[src/hw/rtl/cpr_pkg.sv]
// ----------------------------------------------------------------------------
// cpr_pkg: shared types and constants of the cubic polyphase resampler
// Field widths, register indexes, MAC unit operations and the layout of
// one coefficient table entry.
// ----------------------------------------------------------------------------
package cpr_pkg;

  // fixed field widths
  localparam int unsigned COEF_BITS     = 18;
  localparam int unsigned COEF_FRAC     = 16;
  localparam int unsigned STEP_BITS     = 20;
  localparam int unsigned START_BITS    = 16;
  localparam int unsigned TPHASE_BITS   = 5;
  localparam int unsigned TAP_BITS      = 2;
  localparam int unsigned TAPS          = 4;

  // run and skip limits
  localparam int unsigned RUN_MAX       = 64;
  localparam int unsigned RUN_CNT_BITS  = 6;
  localparam int unsigned SKIP_BITS     = 4;
  localparam int unsigned SKIP_MAX      = 15;

  // configuration port
  localparam int unsigned CFG_IDX_BITS  = 1;
  localparam int unsigned CFG_DATA_BITS = 20;

  typedef enum logic [CFG_IDX_BITS-1:0] {
    CFG_STEP        = 1'b0,
    CFG_START_PHASE = 1'b1
  } cpr_cfg_idx_e;

  // operations of the shared multiply/accumulate unit
  typedef enum logic [2:0] {
    MAC_NOP,
    MAC_MUL_DELTA,
    MAC_LOAD_W,
    MAC_MUL_SAMP,
    MAC_ACC_LOAD,
    MAC_ACC_ADD,
    MAC_ROUND
  } cpr_mac_op_e;

  // control from the sequencer to the MAC unit
  typedef struct packed {
    cpr_mac_op_e op;
  } cpr_mac_ctrl_t;

  // one coefficient table entry
  typedef struct packed {
    logic signed [COEF_BITS-1:0] coeff;
    logic signed [COEF_BITS-1:0] delta;
  } cpr_coef_t;

endpackage

[src/hw/rtl/cpr_mac_unit.sv]
// ----------------------------------------------------------------------------
// cpr_mac_unit: shared multiply/accumulate unit
// One multiplier serves both the weight interpolation (delta times the low
// phase bits) and the tap product (weight times sample). Also holds the
// accumulator and the final round and saturate step.
// ----------------------------------------------------------------------------
module cpr_mac_unit
  import cpr_pkg::*;
#(
  parameter int unsigned FRAC_BITS   = 16,
  parameter int unsigned PHASE_BITS  = 5,
  parameter int unsigned SAMPLE_BITS = 16,
  localparam int unsigned DiffBits   = FRAC_BITS - PHASE_BITS
) (
  input  logic                          clk_i,
  input  cpr_mac_ctrl_t                 ctrl_i,
  input  cpr_coef_t                     coef_i,
  input  logic [DiffBits-1:0]           frac_i,
  input  logic signed [SAMPLE_BITS-1:0] sample_i,
  output logic signed [SAMPLE_BITS-1:0] y_o
);

  localparam int unsigned WgtW  = COEF_BITS + DiffBits + 1;
  localparam int unsigned MulBW = (SAMPLE_BITS > DiffBits + 1) ? SAMPLE_BITS : DiffBits + 1;
  localparam int unsigned ProdW = WgtW + MulBW;
  localparam int unsigned AccW  = WgtW + SAMPLE_BITS + 2;
  localparam int unsigned Shift = COEF_FRAC + DiffBits;
  localparam int unsigned RndW  = AccW + 1;
  localparam int unsigned ResW  = RndW - Shift;

  localparam logic signed [RndW-1:0] RndHalf = RndW'(1) << (Shift - 1);
  localparam logic signed [ResW-1:0] SatHi   = ResW'((1 << (SAMPLE_BITS - 1)) - 1);
  localparam logic signed [ResW-1:0] SatLo   = ~SatHi;

  logic signed [WgtW-1:0]        mul_a;
  logic signed [MulBW-1:0]       mul_b;
  logic signed [ProdW-1:0]       prod_d, prod_q;
  logic signed [WgtW-1:0]        wgt_d, wgt_q;
  logic signed [AccW-1:0]        acc_q;
  logic signed [RndW-1:0]        rnd_sum;
  logic signed [ResW-1:0]        rnd_res;
  logic signed [SAMPLE_BITS-1:0] sat_d, y_q;

  // operand select for the shared multiplier
  always_comb begin
    mul_a = WgtW'(coef_i.delta);
    mul_b = MulBW'({1'b0, frac_i});
    if (ctrl_i.op == MAC_MUL_SAMP) begin
      mul_a = wgt_q;
      mul_b = MulBW'(sample_i);
    end
  end

  assign prod_d = mul_a * mul_b;

  // weight: coeff aligned to the interpolation fraction plus delta share
  assign wgt_d = (WgtW'(coef_i.coeff) <<< DiffBits) + WgtW'(prod_q);

  // round half up, then saturate
  assign rnd_sum = RndW'(acc_q) + RndHalf;
  assign rnd_res = ResW'(rnd_sum >>> Shift);

  always_comb begin
    if (rnd_res > SatHi) begin
      sat_d = SAMPLE_BITS'(SatHi);
    end else if (rnd_res < SatLo) begin
      sat_d = SAMPLE_BITS'(SatLo);
    end else begin
      sat_d = SAMPLE_BITS'(rnd_res);
    end
  end

  // datapath registers
  always_ff @(posedge clk_i) begin
    unique case (ctrl_i.op)
      MAC_MUL_DELTA: prod_q <= prod_d;
      MAC_LOAD_W:    wgt_q  <= wgt_d;
      MAC_MUL_SAMP:  prod_q <= prod_d;
      MAC_ACC_LOAD:  acc_q  <= AccW'(prod_q);
      MAC_ACC_ADD:   acc_q  <= acc_q + AccW'(prod_q);
      MAC_ROUND:     y_q    <= sat_d;
      default: ;
    endcase
  end

  assign y_o = y_q;

endmodule

[config.mk]
export PLATFORM = sky130hd
export DESIGN_NAME = cpr_mac_unit
export DESIGN_NICKNAME = d
export VERILOG_FILES = /design/src/hw/rtl/cpr_pkg.sv /design/src/hw/rtl/cpr_mac_unit.sv
export SDC_FILE = /design/constraint.sdc
export NUM_CORES = 2
export LEC_CHECK = 0
export BUFFER_PORTS_ARGS = -buffer_cell sky130_fd_sc_hd__buf_2
export CORE_MARGIN = 10
export CORE_UTILIZATION = 45
export CTS_CLUSTER_SIZE = 30
export DETAILED_ROUTE_END_ITERATION = 8
export PLACE_DENSITY_LB_ADDON = 0.25
export SYNTH_ARGS = -nofsm -noshare
export SYNTH_HDL_FRONTEND = slang
export SYNTH_SLANG_ARGS = --single-unit
[constraint.sdc]
create_clock -name clk_i -period 21.3 [get_ports clk_i]
set_input_delay 2.13 -clock clk_i [delete_from_list [all_inputs] [get_ports clk_i]]
set_output_delay 2.13 -clock clk_i [all_outputs]
set_load 0.02 [all_outputs]
==> flow_summary_export.csv <==
group,metric,value,unit
outcome,status,"completed",
floorplan,dieArea,66900,µm²
cts,cts_root_buffer,"clkbuf_16",
yosys,syn_nets,3496,
timing,fin_crit_sh,50.9,%
placed_design,port_buffers,82,
timing,setup_viol,0,
job,maxCapViolations,0,
yosys,synth.area.top_cells,"fa_1 36%, edfxtp_1 16%, ha_1 8.6%",
yosys,ys.warnings.count,0,
yosys,syn_avg_cell_area,9.18,µm²
yosys,ys_ff_latch,140,
cts,cts_buffer_depth,2,
cts,h-tree-depth,4,
cells_and_area,diodes,0,
routing,vias_per_cell,5.44,
cells_and_area,layout.nets,3521,
cts,post_cts_buffers,0,
timing,worstMarginPinSlew,1.17,ns
grt,grt_remaining_overflow,0,
placed_design,gp_congestion,0.948,
setup_path,start_kind,"input port",
grt,antenna_found_initial,1,
grt,grt_max_degree,92,
routing,dr.first_iter.drc_count,1437,
setup_path,reg2reg_slack,13.48,ns
yosys,ys.flop_type,"edfxtp_1",
yosys,synth_top_area_cell,"fa_1",
yosys,synth.cell_area,25600,µm²
cts,cts_tree,"done",
floorplan,core,56400,µm²
setup_path,worstSetupPathType,"input port to register",
floorplan,start_util,45.5,%
timing,layout_min_cycle_time,10.84,ns
grt,grt_pass1_vias,21000,
routing,drt-pass1-iter-count,7,
yosys,synth_seq_area_share,16.4,%
min_path,hp-class,"register to register",
timing,timing.slew.headroom,20.7,%
cts,ctsResizeCount,0,
yosys,syn_inst,2793,
placed_design,place_hpwl,59700,µm
setup_path,cp.arrival,11.01,ns
setup_path,cp-end-kind,"register",
routing,drt_wl_total,72800,µm
cells_and_area,drive_above_1_share,6.75,%
cts,hold_buffers,0,
timing,fmax,92.2,MHz
timing,final_hold_viol_count,0,
yosys,synth_cell_type_count,67,
setup_path,path_max_fanout,88,
floorplan,die_y,259,µm
timing,rsz0062_at_grt,"false",
floorplan,rows,87,
timing,fin_skew,0.0110,ns
cells_and_area,syn2layout_area_growth,6.93,%
cts,clk_pin_slew,0.06,ns
routing,wl_per_cell,20.3,µm
cts,numCtsBuffers,17,
yosys,synth_edf_count,140,
timing,drv_slew,0,
cts,clock_latency,0.43,ns
grt,grtUsageTotal,22.2,%
routing,drcViolationCount,0,
setup_path,required,21.47,ns
floorplan,ios,83,
yosys,ys_async_sr_fraction,0,%
yosys,netlist.area_leader.share,35.9,%
floorplan,die_width,259,µm
routing,vias,19500,
routing,drtAntennaViolNets,0,
grt,grt_pass1_wl,116000,µm
cts,cts_num_sinks,140,
timing,finalSetupTns,0,ns
-- cell families (layout without fill, tap and decap cells) --
logic type	count (synthesis)	after routing	share of synthesized area [%]
buffers and inverters	667	705	9.77
AOI/OAI and AO/OA	377	377	9.33
DFF	140	140	16.4
adders and majority gates	636	636	44.5
and+or+nand+nor	797	797	13.6
muxes	56	56	2.32
xor gates and xnor gates	120	120	4.10
-- cell usage after synthesis, types with 2 or more instances --
cell / count
buf_1: 6
a31oi_1: 6
or2_2: 5
or3_1: 5
a21o_1: 64
o41ai_1: 3
nor3_1: 21
a211oi_1: 8
nor3b_1: 2
a221o_1: 2
nand3b_1: 3
o31ai_1: 5
mux2i_1: 29
nor4_1: 2
o31a_1: 3
nor2_1: 215
o21ai_2: 2
o311ai_0: 2
fa_1: 460
nand4_1: 18
nand2_1: 366
o21a_1: 16
ha_1: 176
nand2b_1: 13
o21ai_0: 85
and2_1: 7
a41oi_1: 6
nor2b_1: 19
o211ai_1: 5
nand3_1: 36
nor4b_1: 2
a31o_2: 5
clkbuf_1: 86
inv_1: 574
o21ai_1: 20
a21oi_1: 112
xnor2_1: 74
mux2_2: 27
xor2_1: 46
o21bai_1: 10
o22ai_1: 4
edfxtp_1: 140
and3_1: 78
a21o_2: 2
-- area by class of cell --
type	count	area, µm²
flip-flops and latches	140	4200
clock buffers	17	425
multi-input cells	1986	19000
repair buffers	99	538
clock inverters	15	163
well taps	756	946
fillers	5395	29000
inverters	574	2150
-- registers in the layout (all words and copies together), names as in the netlist --
| name | flops |
|---|---|
| acc_q | 48 |
| prod_q | 46 |
| wgt_q | 30 |
| y_o | 16 |
-- metal layers --
metal  part of all wire (%)  routed length, µm  GRT usage (%)
met3                    9.3               6760           5.60
met2                     44              32400           35.1
met1                     43              31300           29.5
met4                    3.2               2360           7.24
met5                      0                  0              0
-- cell usage in the layout (no fill, tap or decap), types with 24 or more instances in the layout --
master,synthesis,routed
xnor2_1,74,74
inv_1,574,574
nand2_1,366,365
nand3_1,36,36
o21ai_0,85,85
and3_1,78,78
nor2_1,215,215
buf_2,0,82
mux2i_1,29,24
a21o_1,64,64
fa_1,460,460
xor2_1,46,46
ha_1,176,176
mux2_2,27,27
edfxtp_1,140,140
a21oi_1,112,112
-- per-stage QoR --
| step | util, % | hold slack (ns) | area, µm² | instances | setup slack, ns |
|---|---|---|---|---|---|
| after floorplan | - | 0.453 | 25600 | 2793 | 9.67 |
| after global placement | 47.6 | 0.479 | 26800 | 3555 | 10.16 |
| after detailed placement | 47.6 | 0.488 | 26800 | 3555 | 10.02 |
| after CTS | 48.6 | 0.494 | 27400 | 3587 | 10.49 |
| after global routing | 48.6 | 0.527 | 27400 | 3587 | 9.94 |
| final | 48.6 | 0.492 | 27400 | 3587 | 10.46 |
-- worst paths after layout --
path | from | end | cells after the start
setup / recovery | ctrl_i[0] | prod_q[45] | 27
hold / removal | prod_q[6] | wgt_q[6] | 0
setup reg to reg | wgt_q[5] | prod_q[45] | 23
hold reg to reg | prod_q[6] | wgt_q[6] | 0
-- critical path: stages --
cell	delay (ns)
buf_2	0.13
nor2b_4	0.47
and2_4	0.88
buf_4	0.80
mux2_2	0.49
nand2_1	0.11
fa_1	0.47
fa_1	0.47
fa_1	0.55
inv_1	0.06
fa_1	0.49
fa_1	0.49
inv_1	0.05
fa_1	0.48
inv_1	0.05
ha_1	0.37
a21o_1	0.19
a21o_1	0.17
a211o_1	0.28
o211ai_1	0.09
a21oi_1	0.11
o41ai_1	0.60
a211oi_1	0.25
a31oi_1	0.37
nand3_1	0.12
a31oi_1	0.21
xnor2_1	0.08
Power is not shown: default switching activity piles up to over one toggle a cycle in this logic, so the estimate is an artifact.
